**src/hw/rtl/i2cbe_pkg.sv**
```systemverilog
// shared types and constants of the i2c master byte engine
`default_nettype none

package i2cbe_pkg;

  typedef enum logic [1:0] {
    CMD_START = 2'd0,
    CMD_WRITE = 2'd1,
    CMD_READ  = 2'd2,
    CMD_STOP  = 2'd3
  } cmd_kind_e;

  localparam int unsigned StepW = 5;

  localparam logic [StepW-1:0] FinalStart    = StepW'(20);
  localparam logic [StepW-1:0] FinalWrite    = StepW'(19);
  localparam logic [StepW-1:0] FinalReadNack = StepW'(19);
  localparam logic [StepW-1:0] FinalReadAck  = StepW'(18);
  localparam logic [StepW-1:0] FinalStop     = StepW'(1);

  typedef struct packed {
    cmd_kind_e        kind;
    logic [7:0]       data;
    logic             last;
    logic [8:0]       bus;
    logic [StepW-1:0] final_step;
  } cmd_t;

endpackage

`default_nettype wire

```
**src/hw/rtl/i2cbe_front.sv**
```systemverilog
// front stage: takes command items and classifies them
`default_nettype none

module i2cbe_front
  import i2cbe_pkg::*;
(
  input  wire logic        clk_i,
  input  wire logic        rst_ni,
  input  wire logic        s_axis_tvalid,
  output logic             s_axis_tready,
  input  wire logic [23:0] s_axis_tdata,   // data_byte[7:0], bus_levels[16:8], zero pad
  input  wire logic [1:0]  s_axis_tuser,   // action[1:0]
  input  wire logic        s_axis_tlast,   // last_read
  output logic             cmd_valid_o,
  output cmd_t             cmd_o,
  input  wire logic        cmd_ready_i
);

  logic valid_q, valid_d;
  cmd_t cmd_q, cmd_d;
  logic take;

  assign s_axis_tready = !valid_q || cmd_ready_i;
  assign take          = s_axis_tvalid && s_axis_tready;

  always_comb begin
    valid_d = valid_q;
    cmd_d   = cmd_q;
    if (cmd_ready_i) begin
      valid_d = 1'b0;
    end
    if (take) begin
      valid_d      = 1'b1;
      cmd_d.kind   = cmd_kind_e'(s_axis_tuser);
      cmd_d.data   = s_axis_tdata[7:0];
      cmd_d.bus    = s_axis_tdata[16:8];
      cmd_d.last   = s_axis_tlast;
      case (cmd_kind_e'(s_axis_tuser))
        CMD_START: cmd_d.final_step = FinalStart;
        CMD_WRITE: cmd_d.final_step = FinalWrite;
        CMD_READ:  cmd_d.final_step = s_axis_tlast ? FinalReadNack : FinalReadAck;
        CMD_STOP:  cmd_d.final_step = FinalStop;
        default:   cmd_d.final_step = FinalStop;
      endcase
    end
  end

  always_ff @(posedge clk_i or negedge rst_ni) begin
    if (!rst_ni) begin
      valid_q <= 1'b0;
    end else begin
      valid_q <= valid_d;
    end
  end

  always_ff @(posedge clk_i) begin
    cmd_q <= cmd_d;
  end

  assign cmd_valid_o = valid_q;
  assign cmd_o       = cmd_q;

endmodule

`default_nettype wire

```
**src/hw/rtl/i2cbe_queue.sv**
```systemverilog
// short command queue between front and back
`default_nettype none

module i2cbe_queue
  import i2cbe_pkg::*;
#(
  parameter int unsigned Depth = 2
) (
  input  wire logic clk_i,
  input  wire logic rst_ni,
  input  wire logic in_valid_i,
  output logic      in_ready_o,
  input  wire cmd_t in_cmd_i,
  output logic      out_valid_o,
  output cmd_t      out_cmd_o,
  input  wire logic out_ready_i
);

  localparam int unsigned PtrW = (Depth > 1) ? $clog2(Depth) : 1;
  localparam int unsigned CntW = $clog2(Depth + 1);

  cmd_t mem_q [Depth];
  logic [PtrW-1:0] wr_q, wr_d, rd_q, rd_d;
  logic [CntW-1:0] cnt_q, cnt_d;
  logic push, pop;

  assign in_ready_o  = cnt_q != CntW'(Depth);
  assign out_valid_o = cnt_q != '0;
  assign out_cmd_o   = mem_q[rd_q];
  assign push        = in_valid_i && in_ready_o;
  assign pop         = out_valid_o && out_ready_i;

  always_comb begin
    wr_d  = wr_q;
    rd_d  = rd_q;
    cnt_d = cnt_q;
    if (push) begin
      wr_d = (wr_q == PtrW'(Depth - 1)) ? '0 : wr_q + PtrW'(1);
    end
    if (pop) begin
      rd_d = (rd_q == PtrW'(Depth - 1)) ? '0 : rd_q + PtrW'(1);
    end
    if (push && !pop) begin
      cnt_d = cnt_q + CntW'(1);
    end else if (pop && !push) begin
      cnt_d = cnt_q - CntW'(1);
    end
  end

  always_ff @(posedge clk_i or negedge rst_ni) begin
    if (!rst_ni) begin
      wr_q  <= '0;
      rd_q  <= '0;
      cnt_q <= '0;
    end else begin
      wr_q  <= wr_d;
      rd_q  <= rd_d;
      cnt_q <= cnt_d;
    end
  end

  always_ff @(posedge clk_i) begin
    if (push) begin
      mem_q[wr_q] <= in_cmd_i;
    end
  end

endmodule

`default_nettype wire

```
**src/hw/rtl/i2cbe_back.sv**
```systemverilog
// back stage: plays each command out as a run of bus phases
`default_nettype none

module i2cbe_back
  import i2cbe_pkg::*;
(
  input  wire logic        clk_i,
  input  wire logic        rst_ni,
  input  wire logic        cmd_valid_i,
  input  wire cmd_t        cmd_i,
  output logic             cmd_ready_o,
  output logic             m_axis_tvalid,
  input  wire logic        m_axis_tready,
  output logic [15:0]      m_axis_tdata,   // scl_level[0], sda_level[1], read_byte[9:2],
                                           // ack_seen[10], zero pad
  output logic             m_axis_tlast    // final_phase
);

  logic             scl_q, scl_d, sda_q, sda_d;
  logic [StepW-1:0] step_q, step_d;
  logic             ovalid_q, ovalid_d;
  logic             oscl_q, osda_q, oack_q, ofin_q;
  logic [7:0]       obyte_q;

  logic             adv, fin;
  logic             emit_sda;
  logic [StepW-1:0] wstep, jstep;
  logic [2:0]       bit_i;
  logic [7:0]       shifted;
  logic             next_bit;

  assign adv         = cmd_valid_i && (!ovalid_q || m_axis_tready);
  assign fin         = step_q == cmd_i.final_step;
  assign cmd_ready_o = adv && fin;

  always_comb begin
    wstep    = (cmd_i.kind == CMD_START) ? step_q - StepW'(1) : step_q;
    jstep    = wstep - StepW'(1);
    bit_i    = jstep[3:1];
    shifted  = cmd_i.data << ({1'b0, bit_i} + 4'd1);
    next_bit = (bit_i == 3'd7) ? 1'b1 : shifted[7];

    emit_sda = sda_q;
    scl_d    = scl_q;
    sda_d    = sda_q;

    case (cmd_i.kind)
      CMD_START, CMD_WRITE: begin
        if (cmd_i.kind == CMD_START && step_q == '0) begin
          sda_d = 1'b0;
        end else if (wstep == '0) begin
          scl_d = 1'b0;
          sda_d = cmd_i.data[7];
        end else if (wstep <= StepW'(16)) begin
          if (!jstep[0]) begin
            scl_d = 1'b1;
          end else begin
            scl_d = 1'b0;
            sda_d = next_bit;
          end
        end else if (wstep == StepW'(17)) begin
          scl_d = 1'b1;
          sda_d = 1'b1;
        end else if (wstep == StepW'(18)) begin
          scl_d = 1'b0;
        end
      end
      CMD_READ: begin
        if (step_q <= StepW'(15)) begin
          if (!step_q[0]) begin
            scl_d = 1'b1;
            sda_d = 1'b1;
          end else begin
            scl_d = 1'b0;
            if (step_q == StepW'(15)) begin
              sda_d = cmd_i.last;
            end
          end
        end else if (step_q == StepW'(16)) begin
          scl_d = 1'b1;
        end else if (step_q == StepW'(17)) begin
          scl_d = 1'b0;
          sda_d = !cmd_i.last;
        end else if (step_q == StepW'(18) && cmd_i.last) begin
          scl_d = 1'b1;
          sda_d = 1'b1;
        end
      end
      CMD_STOP: begin
        if (step_q == '0) begin
          emit_sda = 1'b0;
          scl_d    = 1'b1;
          sda_d    = 1'b1;
        end
      end
      default: begin
        scl_d = scl_q;
      end
    endcase

    step_d   = step_q;
    ovalid_d = ovalid_q && !m_axis_tready;
    if (adv) begin
      ovalid_d = 1'b1;
      step_d   = fin ? '0 : step_q + StepW'(1);
    end
  end

  always_ff @(posedge clk_i or negedge rst_ni) begin
    if (!rst_ni) begin
      scl_q    <= 1'b1;
      sda_q    <= 1'b1;
      step_q   <= '0;
      ovalid_q <= 1'b0;
    end else begin
      ovalid_q <= ovalid_d;
      step_q   <= step_d;
      if (adv) begin
        scl_q <= scl_d;
        sda_q <= sda_d;
      end
    end
  end

  always_ff @(posedge clk_i) begin
    if (adv) begin
      oscl_q  <= scl_q;
      osda_q  <= emit_sda;
      ofin_q  <= fin;
      obyte_q <= (fin && cmd_i.kind == CMD_READ) ? cmd_i.bus[8:1] : 8'd0;
      oack_q  <= fin && (cmd_i.kind == CMD_START || cmd_i.kind == CMD_WRITE)
                 && !cmd_i.bus[0];
    end
  end

  assign m_axis_tvalid = ovalid_q;
  assign m_axis_tdata  = {5'd0, oack_q, obyte_q, osda_q, oscl_q};
  assign m_axis_tlast  = ofin_q;

endmodule

`default_nettype wire

```
**src/hw/rtl/i2c_master_byte_engine.sv**
```systemverilog
// top level of the i2c master byte engine
// a command passes the front register and a queue entry before its first phase item is registered at the output
// throughput: one phase item per cycle while a command waits and m_axis_tready does not stall the output;
//   a command runs the phase sequencer for 21 (start), 20 (write), 19 or 20 (read) or 2 (stop) phase items
// commands are taken while the sequencer works, up to QueueDepth + 1 held with the running one
// reset: both lines released high, queue and output register empty
`default_nettype none

module i2c_master_byte_engine
  import i2cbe_pkg::*;
#(
  parameter int unsigned QueueDepth = 2
) (
  input  wire logic        clk_i,
  input  wire logic        rst_ni,
  input  wire logic        s_axis_tvalid,
  output logic             s_axis_tready,
  input  wire logic [23:0] s_axis_tdata,   // data_byte[7:0], bus_levels[16:8], zero pad
  input  wire logic [1:0]  s_axis_tuser,   // action[1:0]
  input  wire logic        s_axis_tlast,   // last_read
  output logic             m_axis_tvalid,
  input  wire logic        m_axis_tready,
  output logic [15:0]      m_axis_tdata,   // scl_level[0], sda_level[1], read_byte[9:2],
                                           // ack_seen[10], zero pad
  output logic             m_axis_tlast    // final_phase
);

  logic f_valid, f_ready, q_valid, q_ready;
  cmd_t f_cmd, q_cmd;

  i2cbe_front u_front (
    .clk_i         (clk_i),
    .rst_ni        (rst_ni),
    .s_axis_tvalid (s_axis_tvalid),
    .s_axis_tready (s_axis_tready),
    .s_axis_tdata  (s_axis_tdata),
    .s_axis_tuser  (s_axis_tuser),
    .s_axis_tlast  (s_axis_tlast),
    .cmd_valid_o   (f_valid),
    .cmd_o         (f_cmd),
    .cmd_ready_i   (f_ready)
  );

  i2cbe_queue #(
    .Depth (QueueDepth)
  ) u_queue (
    .clk_i       (clk_i),
    .rst_ni      (rst_ni),
    .in_valid_i  (f_valid),
    .in_ready_o  (f_ready),
    .in_cmd_i    (f_cmd),
    .out_valid_o (q_valid),
    .out_cmd_o   (q_cmd),
    .out_ready_i (q_ready)
  );

  i2cbe_back u_back (
    .clk_i         (clk_i),
    .rst_ni        (rst_ni),
    .cmd_valid_i   (q_valid),
    .cmd_i         (q_cmd),
    .cmd_ready_o   (q_ready),
    .m_axis_tvalid (m_axis_tvalid),
    .m_axis_tready (m_axis_tready),
    .m_axis_tdata  (m_axis_tdata),
    .m_axis_tlast  (m_axis_tlast)
  );

endmodule

`default_nettype wire

```
**config.mk**
```make
export PLATFORM = sky130hd
export DESIGN_NAME = i2c_master_byte_engine
export DESIGN_NICKNAME = d
export VERILOG_FILES = /design/src/hw/rtl/i2cbe_pkg.sv /design/src/hw/rtl/i2cbe_front.sv /design/src/hw/rtl/i2cbe_queue.sv /design/src/hw/rtl/i2cbe_back.sv /design/src/hw/rtl/i2c_master_byte_engine.sv
export SDC_FILE = /design/constraint.sdc
export NUM_CORES = 1
export LEC_CHECK = 0
export BUFFER_PORTS_ARGS = -buffer_cell sky130_fd_sc_hd__clkbuf_2
export CORE_ASPECT_RATIO = 0.5
export CORE_MARGIN = 1.5
export CORE_UTILIZATION = 54
export DETAILED_ROUTE_END_ITERATION = 16
export PLACE_DENSITY = 0.74
export SLEW_MARGIN = 20
export SYNTH_ARGS = -nofsm -noshare
export SYNTH_HDL_FRONTEND = slang
export SYNTH_SLANG_ARGS = --single-unit
```
**constraint.sdc**
```tcl
create_clock -name clk_i -period 7.61 [get_ports clk_i]
set_clock_uncertainty 0.1 [all_clocks]
set_input_delay 1.9025 -clock clk_i [delete_from_list [all_inputs] [get_ports clk_i]]
set_output_delay 1.9025 -clock clk_i [all_outputs]
set_load 0.01 [all_outputs]
```
* Word level (Yosys, flattened, before mapping)
Memories as Yosys holds them, arrays and structs flattened.
Cells that the tools add are included.
** Word-level totals
- Memory bits (writable) :: 50
- Bits in latches :: 0
- Logic and storage cells :: 127
- Memories kept :: 1
- Input bits :: 31
- Flip-flop bits (word level) :: 50
- Memory bits (read-only) :: 0
** Operators by class
- $lt $le $gt $ge :: 2
- Div/mod/pow operators :: 0
- Bitwise operators :: 0
- Eq/ne operators :: 24
- Add/subtract/negate cells :: 8
- Shifts and indexed selects :: 1
- Reductions and logical operators :: 33
- $mul :: 0
- Mux-type cells :: 40
** Memories
- u_queue.mem_q :: depth 2, bits a word 25, read ports 1, clocked after memory_dff 0, write ports 1, RTL line i2cbe_queue.sv:22 : cmd_t mem_q [Depth];
** Operators with widths (count)
- two-way mux 1 bit :: 33
- == test 5 bit (second input constant) :: 5
- case mux 5 bit (4 select lines) :: 1
- != test 5 x 1 -> 1 bit (second input constant) :: 3
- logical AND 1 bit :: 13
- logical NOT 5 bit :: 2
- two-way mux 5 bit :: 2
- == test 2 bit (second input constant) :: 4
- left shift 8 x 4 -> 8 bit :: 1
- logical NOT 1 bit :: 7
- AND reduction 7 bit :: 1
- case mux 1 bit (3 select lines) :: 2
- nonzero test 2 bit :: 3
- adder 5 x 1 -> 5 bit (second input constant) :: 1
- == test 5 x 4 -> 1 bit (second input constant) :: 1
- == test 5 bit :: 1
- less-or-equal comparator 5 x 4 -> 1 bit (second input constant) :: 1
- less-or-equal comparator 5 bit (second input constant) :: 1
- != test 5 x 2 -> 1 bit (second input constant) :: 1
- AND reduction 5 bit :: 1
- subtractor 5 x 1 -> 5 bit (second input constant) :: 1
- adder 3 x 1 -> 4 bit (second input constant) :: 1
- == test 2 x 1 -> 1 bit (second input constant) :: 2
- logical NOT 2 bit :: 2
- 13 further kinds :: 18

* Longest topological paths before layout
An unclocked memory read counts as a cell.
- Depth in word-level cells :: 12
- Depth in mapped cells :: 15

* Modules after synthesis
From an unflattened synthesis, not the netlist that was laid out.
** Second synthesis, totals
- Cells, all modules :: 312
- Area total of the unflattened synthesis :: 4625.7 µm²
** By module, submodules not included
- i2cbe_queue :: instances 1, cells each 96, area each 2099.5 µm², sequential area each 1601.5 µm²
- i2cbe_back :: instances 1, cells each 176, area each 1665.3 µm², sequential area each 563.0 µm²
- i2cbe_front :: instances 1, cells each 40, area each 860.8 µm², sequential area each 745.7 µm²

* Worst setup path before layout
No wires, ideal clock.
- Path type :: input port to flip-flop
- Start :: input port m_axis_tready
- End :: register u_back.sda_q
- Path buffers :: 0
- Arrival :: 3.307 ns
- Path slack :: 4.120 ns
- Setup time :: 0.082 ns
- Cell stages on the path :: 7
- Cells stage by stage :: nand2b_1 o21ai_1 inv_1 o21ai_0 a31oi_1 o2111a_1 mux2_4
** On the way
- Longest elaborated chain between the ends :: 3
** RTL lines
- start: declaration :: RTL line i2c_master_byte_engine.sv:22 : input wire logic m_axis_tready,
- logical OR 1 bit :: RTL line i2cbe_back.sv:32 : assign adv = cmd_valid_i && (!ovalid_q || m_axis_tready);
- logical AND 1 bit :: RTL line i2cbe_back.sv:32
- net u_back.adv :: RTL line i2cbe_back.sv:25 : logic adv, fin;
- AND reduction 7 bit (no line)
- end signal: assignment :: RTL line i2cbe_back.sv:112 : sda_q <= 1'b1;
- end signal: assignment :: RTL line i2cbe_back.sv:120 : sda_q <= sda_d;
- end: declaration :: RTL line i2cbe_back.sv:19 : logic scl_q, scl_d, sda_q, sda_d;
The timed path passes the listed nets, and every way through them passes these cells.
A chain may end at the register's enable or synchronous reset.

* Worst setup path after layout
- Start :: register u_queue.rd_q
- End :: register u_back.sda_q
** On the way
- Longest elaborated chain between the ends :: 12
- Elaborated cells between the ends (all ways) :: 35
** RTL lines
- start: declaration :: RTL line i2cbe_queue.sv:23 : logic [PtrW-1:0] wr_q, wr_d, rd_q, rd_d;
- start signal: assignment :: RTL line i2cbe_queue.sv:57 : rd_q <= rd_d;
- memory read (2 x 25 bit) (*)
- logical NOT 2 bit :: RTL line i2cbe_back.sv:37, i2cbe_back.sv:47, i2cbe_back.sv:49
- two-way mux 5 bit :: RTL line i2cbe_back.sv:37 : wstep = (cmd_i.kind == CMD_START) ? step_q - StepW'(1) : step_q;
- subtractor 4 x 1 -> 4 bit :: RTL line i2cbe_back.sv:38 : jstep = wstep - StepW'(1);
- adder 3 x 1 -> 4 bit :: RTL line i2cbe_back.sv:40 : shifted = cmd_i.data << ({1'b0, bit_i} + 4'd1);
- left shift 8 x 4 -> 8 bit :: RTL line i2cbe_back.sv:40
- two-way mux 1 bit :: RTL line i2cbe_back.sv:41 : next_bit = (bit_i == 3'd7) ? 1'b1 : shifted[7];
- two-way mux 1 bit :: RTL line i2cbe_back.sv:55 : if (!jstep[0]) begin
- two-way mux 1 bit :: RTL line i2cbe_back.sv:54 : end else if (wstep <= StepW'(16)) begin
- two-way mux 1 bit :: RTL line i2cbe_back.sv:51 : end else if (wstep == '0) begin
- two-way mux 1 bit :: RTL line i2cbe_back.sv:49 : if (cmd_i.kind == CMD_START && step_q == '0) begin
- case mux 1 bit (3 select lines) :: RTL line i2cbe_back.sv:47 : case (cmd_i.kind)
Every way passes the cells marked *; elsewhere a longest branch is shown, timed or not. The select of a mux whose other input is x is not followed.

==> metrics list <==
- Arrival @ worst endpoint: 4.15 ns
- Maximum number of pins on one net before global-route repair: 37
* First-iteration detailed-routing DRC count: 219
- In this run, distinct cell masters in the synthesized netlist total 64.
* Standard-cell row count: 23
- Across the run, the number of max-cap violations was 0.
* Met1 Wirelength: 3.884 mm
- For this design the ratio of total power to cell area is 430.4 nW/um^2.
- Placed Area: 4735 um^2
- Post-synth EDFFs: 84
* Post-synthesis instance area: 4503 um^2
- Vias per cell: 5.603
* Total Routing Usage GR: 19.83%
- The worst hold path belongs to the class flip-flop to flip-flop.
* Cells on worst reg2reg path: 15
- HPWL Detailed: 5.616 mm
* Slowest-stage cell, CP: sky130_fd_sc_hd__or3b_4
* Highest signal layer in the routed design: met4
- TritonCTS built the clock tree.
- Buffers added to address setup during post-CTS repair amount to 0.
- Post-synthesis sequential area ratio: 63.30%
- Setup repair after global routing missed its margin: no
* Ratio of cells with drive above 1 in the final layout: 22.13%
- Root buf cell: sky130_fd_sc_hd__clkbuf_16
* Crit path kind: flip-flop to flip-flop
* Slew headroom: 47.68%
* Total detailed-routing wirelength: 8.179 mm
* First element of the critical path: u_queue.rd_q
* Number of antenna diodes: 0
- Synthesis inferred 97 register bits.
- The path with the worst hold slack has its endpoint at u_queue.mem_q[0][7].
- The longest clock path from root to sink contains 2 buffers.
* Number of stages on the worst hold path: 0
- Worst endpoint required time: 7.79 ns
* Worst-path clk slew: 0.07 ns
- The via count of the first global-routing pass came to 2,650.
- For this run, the detailed router's first-pass iteration total came to 4.
- After routing, the total negative slack on setup checks comes to 0 ns.
- The count of final max-slew check failures was 0.
- For this run, design rule violations remaining after detail routing come to 0.
* Hold bufs inserted after CTS: 0
- The flow ran to the end, and the final reports show no timing, DRC or antenna violations.
- Design Area, Final: 5037 um^2
- The H-tree was split into 3 levels.
- Wire segments on met2 add up to 3.855 mm in the final route.
- The initial antenna violation count came to 0.
- Initial core utilization: 55.89%
- After detailed routing, the average wire length per cell comes to 17.44 um.
* Leakage component of the power: 1.880 nW
* Startpoint class of the critical path: flip-flop
- In this run the critical register-to-register path is captured at u_back.sda_q.
* Count of buffer and inverter cells on the critical path: 2
- In this run the register-to-register setup slack is 3.64 ns.
- DIE WIDTH: 132.1 um
* Total number of nets in the final design: 398
- Final number of hold-violating endpoints: 0
* Source-to-sink clock delay at the later pin of the worst-skew pair: 0.34 ns
- The critical path runs through a total of 15 cells.
* Top-Level Pins: 50
* Largest fanout on the critical path: 36
- Average footprint of a synthesized cell: 14.21 um^2
* Die outline area: 8929 um^2
* Die outline height: 67.57 um
- The worst hold path begins at u_front.cmd_o[7].
- Share of flip-flops with an asynchronous set or reset: 13.40%
- Setup violations remaining at the end of the flow were counted as 0.
- For this run, the number of Yosys warnings is 0.
- Detailed routing placed a total of 368 um of wire on met3.
- The total overflow left after global routing is 0.
- Gates resized during post-CTS repair numbered 0.
- Among cell families on the critical path, the largest total delay comes from adder cells.
* Buffers on Ports: 37
* Final RePlAce weighted congestion: 0.9027
- Detailed-route via count: 2,628
- The signal on the critical path passes through buf_4 > or3b_4 > nand2_1 > xnor2_1 > inv_1 > ha_1 > xor2_1 > xnor2_1 > ha_1 > ha_1 > mux2i_1 > mux2_2 > a31o_2 > a32oi_1 > mux2_4.
- Final critical-path share of the clock period: 52.19%
- The tree built by TritonCTS fans out to 97 sinks.
* Final Critical Period: 3.971 ns
* Slew of the pin with the lowest slew margin: 0.7839 ns
- First-pass GRT wire length: 13.21 mm
- Largest stage delay, worst path: 0.48 ns
* Count of mapped cells out of synthesis: 317
- Cell type with the highest occurrence count on the critical path: sky130_fd_sc_hd__ha_1
- R2r startpoint: u_queue.rd_q
- Floorplan Core Area: 8058 um^2
- Based on the critical path, the design can be clocked at up to 251.8 MHz.
* Critical path endpoint category: flip-flop
* Worst IR Drop VDD: 0.0001949 V
- Among all flip-flop cells after synthesis, the most frequent one is sky130_fd_sc_hd__edfxtp_1.
- Antenna-violating nets left: 0
- The area growth from synthesis to layout is 11.86%.
- Num CTS Buffers: 9
[sequential cells by signal, summed over array words and instances (netlist names)]
signal                count
u_back.m_axis_tlast       1
u_back.m_axis_tvalid      1
u_back.oack_q             1
u_back.obyte_q            8
u_back.oscl_q             1
u_back.osda_q             1
u_back.scl_q              1
u_back.sda_q              1
u_back.step_q             5
u_front.cmd_o            24
u_front.cmd_valid_o       1
u_queue.cnt_q             2
u_queue.mem_q            48
u_queue.rd_q              1
u_queue.wr_q              1
[area by class of cell]
class / count / area [um^2]
sequential: 97 / 2850
timing repair buffer: 40 / 207.7
fill: 609 / 3020
multi-input combinational: 190 / 1486
clock inverter: 6 / 71.32
clock buffer: 10 / 229.0
inverter: 14 / 52.55
tap: 112 / 140.1
[cells in the final DEF, fill, tap and decap left out, types with 3 or more instances in the layout]
master / instances
sky130_fd_sc_hd__a21oi_1: 7
sky130_fd_sc_hd__a31oi_1: 4
sky130_fd_sc_hd__a32oi_1: 5
sky130_fd_sc_hd__and3_1: 5
sky130_fd_sc_hd__buf_4: 3
sky130_fd_sc_hd__clkbuf_16: 9
sky130_fd_sc_hd__clkbuf_2: 37
sky130_fd_sc_hd__conb_1: 5
sky130_fd_sc_hd__dfrtp_1: 11
sky130_fd_sc_hd__edfxtp_1: 84
sky130_fd_sc_hd__ha_1: 15
sky130_fd_sc_hd__inv_1: 13
sky130_fd_sc_hd__mux2i_1: 18
sky130_fd_sc_hd__mux4_2: 4
sky130_fd_sc_hd__nand2_1: 14
sky130_fd_sc_hd__nand2b_1: 6
sky130_fd_sc_hd__nand3_1: 5
sky130_fd_sc_hd__nor2_1: 14
sky130_fd_sc_hd__nor3_1: 5
sky130_fd_sc_hd__o21ai_0: 14
sky130_fd_sc_hd__o22ai_1: 3
sky130_fd_sc_hd__xnor2_1: 11
sky130_fd_sc_hd__xor2_1: 3
[layer usage]
layer	up-vias	global-route usage [%]
met5	-	0
met4	0	5.556
met3	9	6.456
met2	60	33.97
met1	1298	24.78
li1	1261	-
[how the worst max path moves through the flow]
stage,end,slack (ns)
2_1_floorplan,u_back.sda_q,4.12
3_3_place_gp,u_back.sda_q,3.64
3_5_place_dp,u_back.sda_q,3.60
4_1_cts,u_back.sda_q,3.64
5_1_grt,u_back.sda_q,3.39
6_report,u_back.sda_q,3.64
[per-stage QoR]
stage | utilization (%) | hold WS (ns) | power (W) | cells | worst slack (ns)
3_5_place_dp | 58.76 | 0.3299 | 0.001719 | 453 | 3.595
3_3_place_gp | 58.76 | 0.3219 | 0.001691 | 453 | 3.637
5_1_grt | 62.52 | 0.3553 | 0.002299 | 469 | 3.386
6_report | 62.52 | 0.3478 | 0.002168 | 469 | 3.639
2_1_floorplan | - | 0.3215 | 0.001524 | 321 | 4.120
4_1_cts | 62.48 | 0.3455 | 0.002175 | 469 | 3.641
[cells by family (layout without fill, tap and decap cells)]
group	count (synthesis)	count (layout)	share of synthesized area, %
compound gates	57	57	9.141
buf+inv	34	70	4.140
mux	26	26	7.085
fa+ha+maj	15	15	4.168
other cells	1	5	0.08328
xor+xnor	14	14	2.723
simple gates	73	73	9.364
flops	97	97	63.30
[cell usage after synthesis (all sizes together) (3+ instances only)]
| cell | number | area [um^2] |
|---|---|---|
| edfxtp | 84 | 2522 |
| nor3 | 7 | 45.04 |
| and3 | 6 | 37.54 |
| a32oi | 5 | 43.79 |
| a31oi | 4 | 25.02 |
| mux2i | 18 | 180.2 |
| o22ai | 3 | 18.77 |
| xor2 | 3 | 26.28 |
| mux2 | 4 | 48.79 |
| o21ai | 15 | 75.07 |
| ha | 15 | 187.7 |
| clkbuf | 6 | 22.52 |
| nand2 | 14 | 52.55 |
| or3 | 3 | 23.77 |
| nand2b | 6 | 37.54 |
| nand3 | 5 | 25.02 |
| a211oi | 3 | 27.52 |
| xnor2 | 11 | 96.34 |
| buf | 14 | 111.4 |
| a21oi | 7 | 35.03 |
| mux4 | 4 | 90.09 |
| nor2 | 15 | 56.30 |
| inv | 14 | 52.55 |
| dfrtp | 11 | 275.3 |
[where the power goes]
group / internal (W) / switching (W) / total (W)
sequential: 0.000771 / 0.000113 / 0.000884
combinational: 0.000371 / 0.000460 / 0.000830
clock: 0.000259 / 0.000195 / 0.000454
Power figures use the tool's default switching activity.
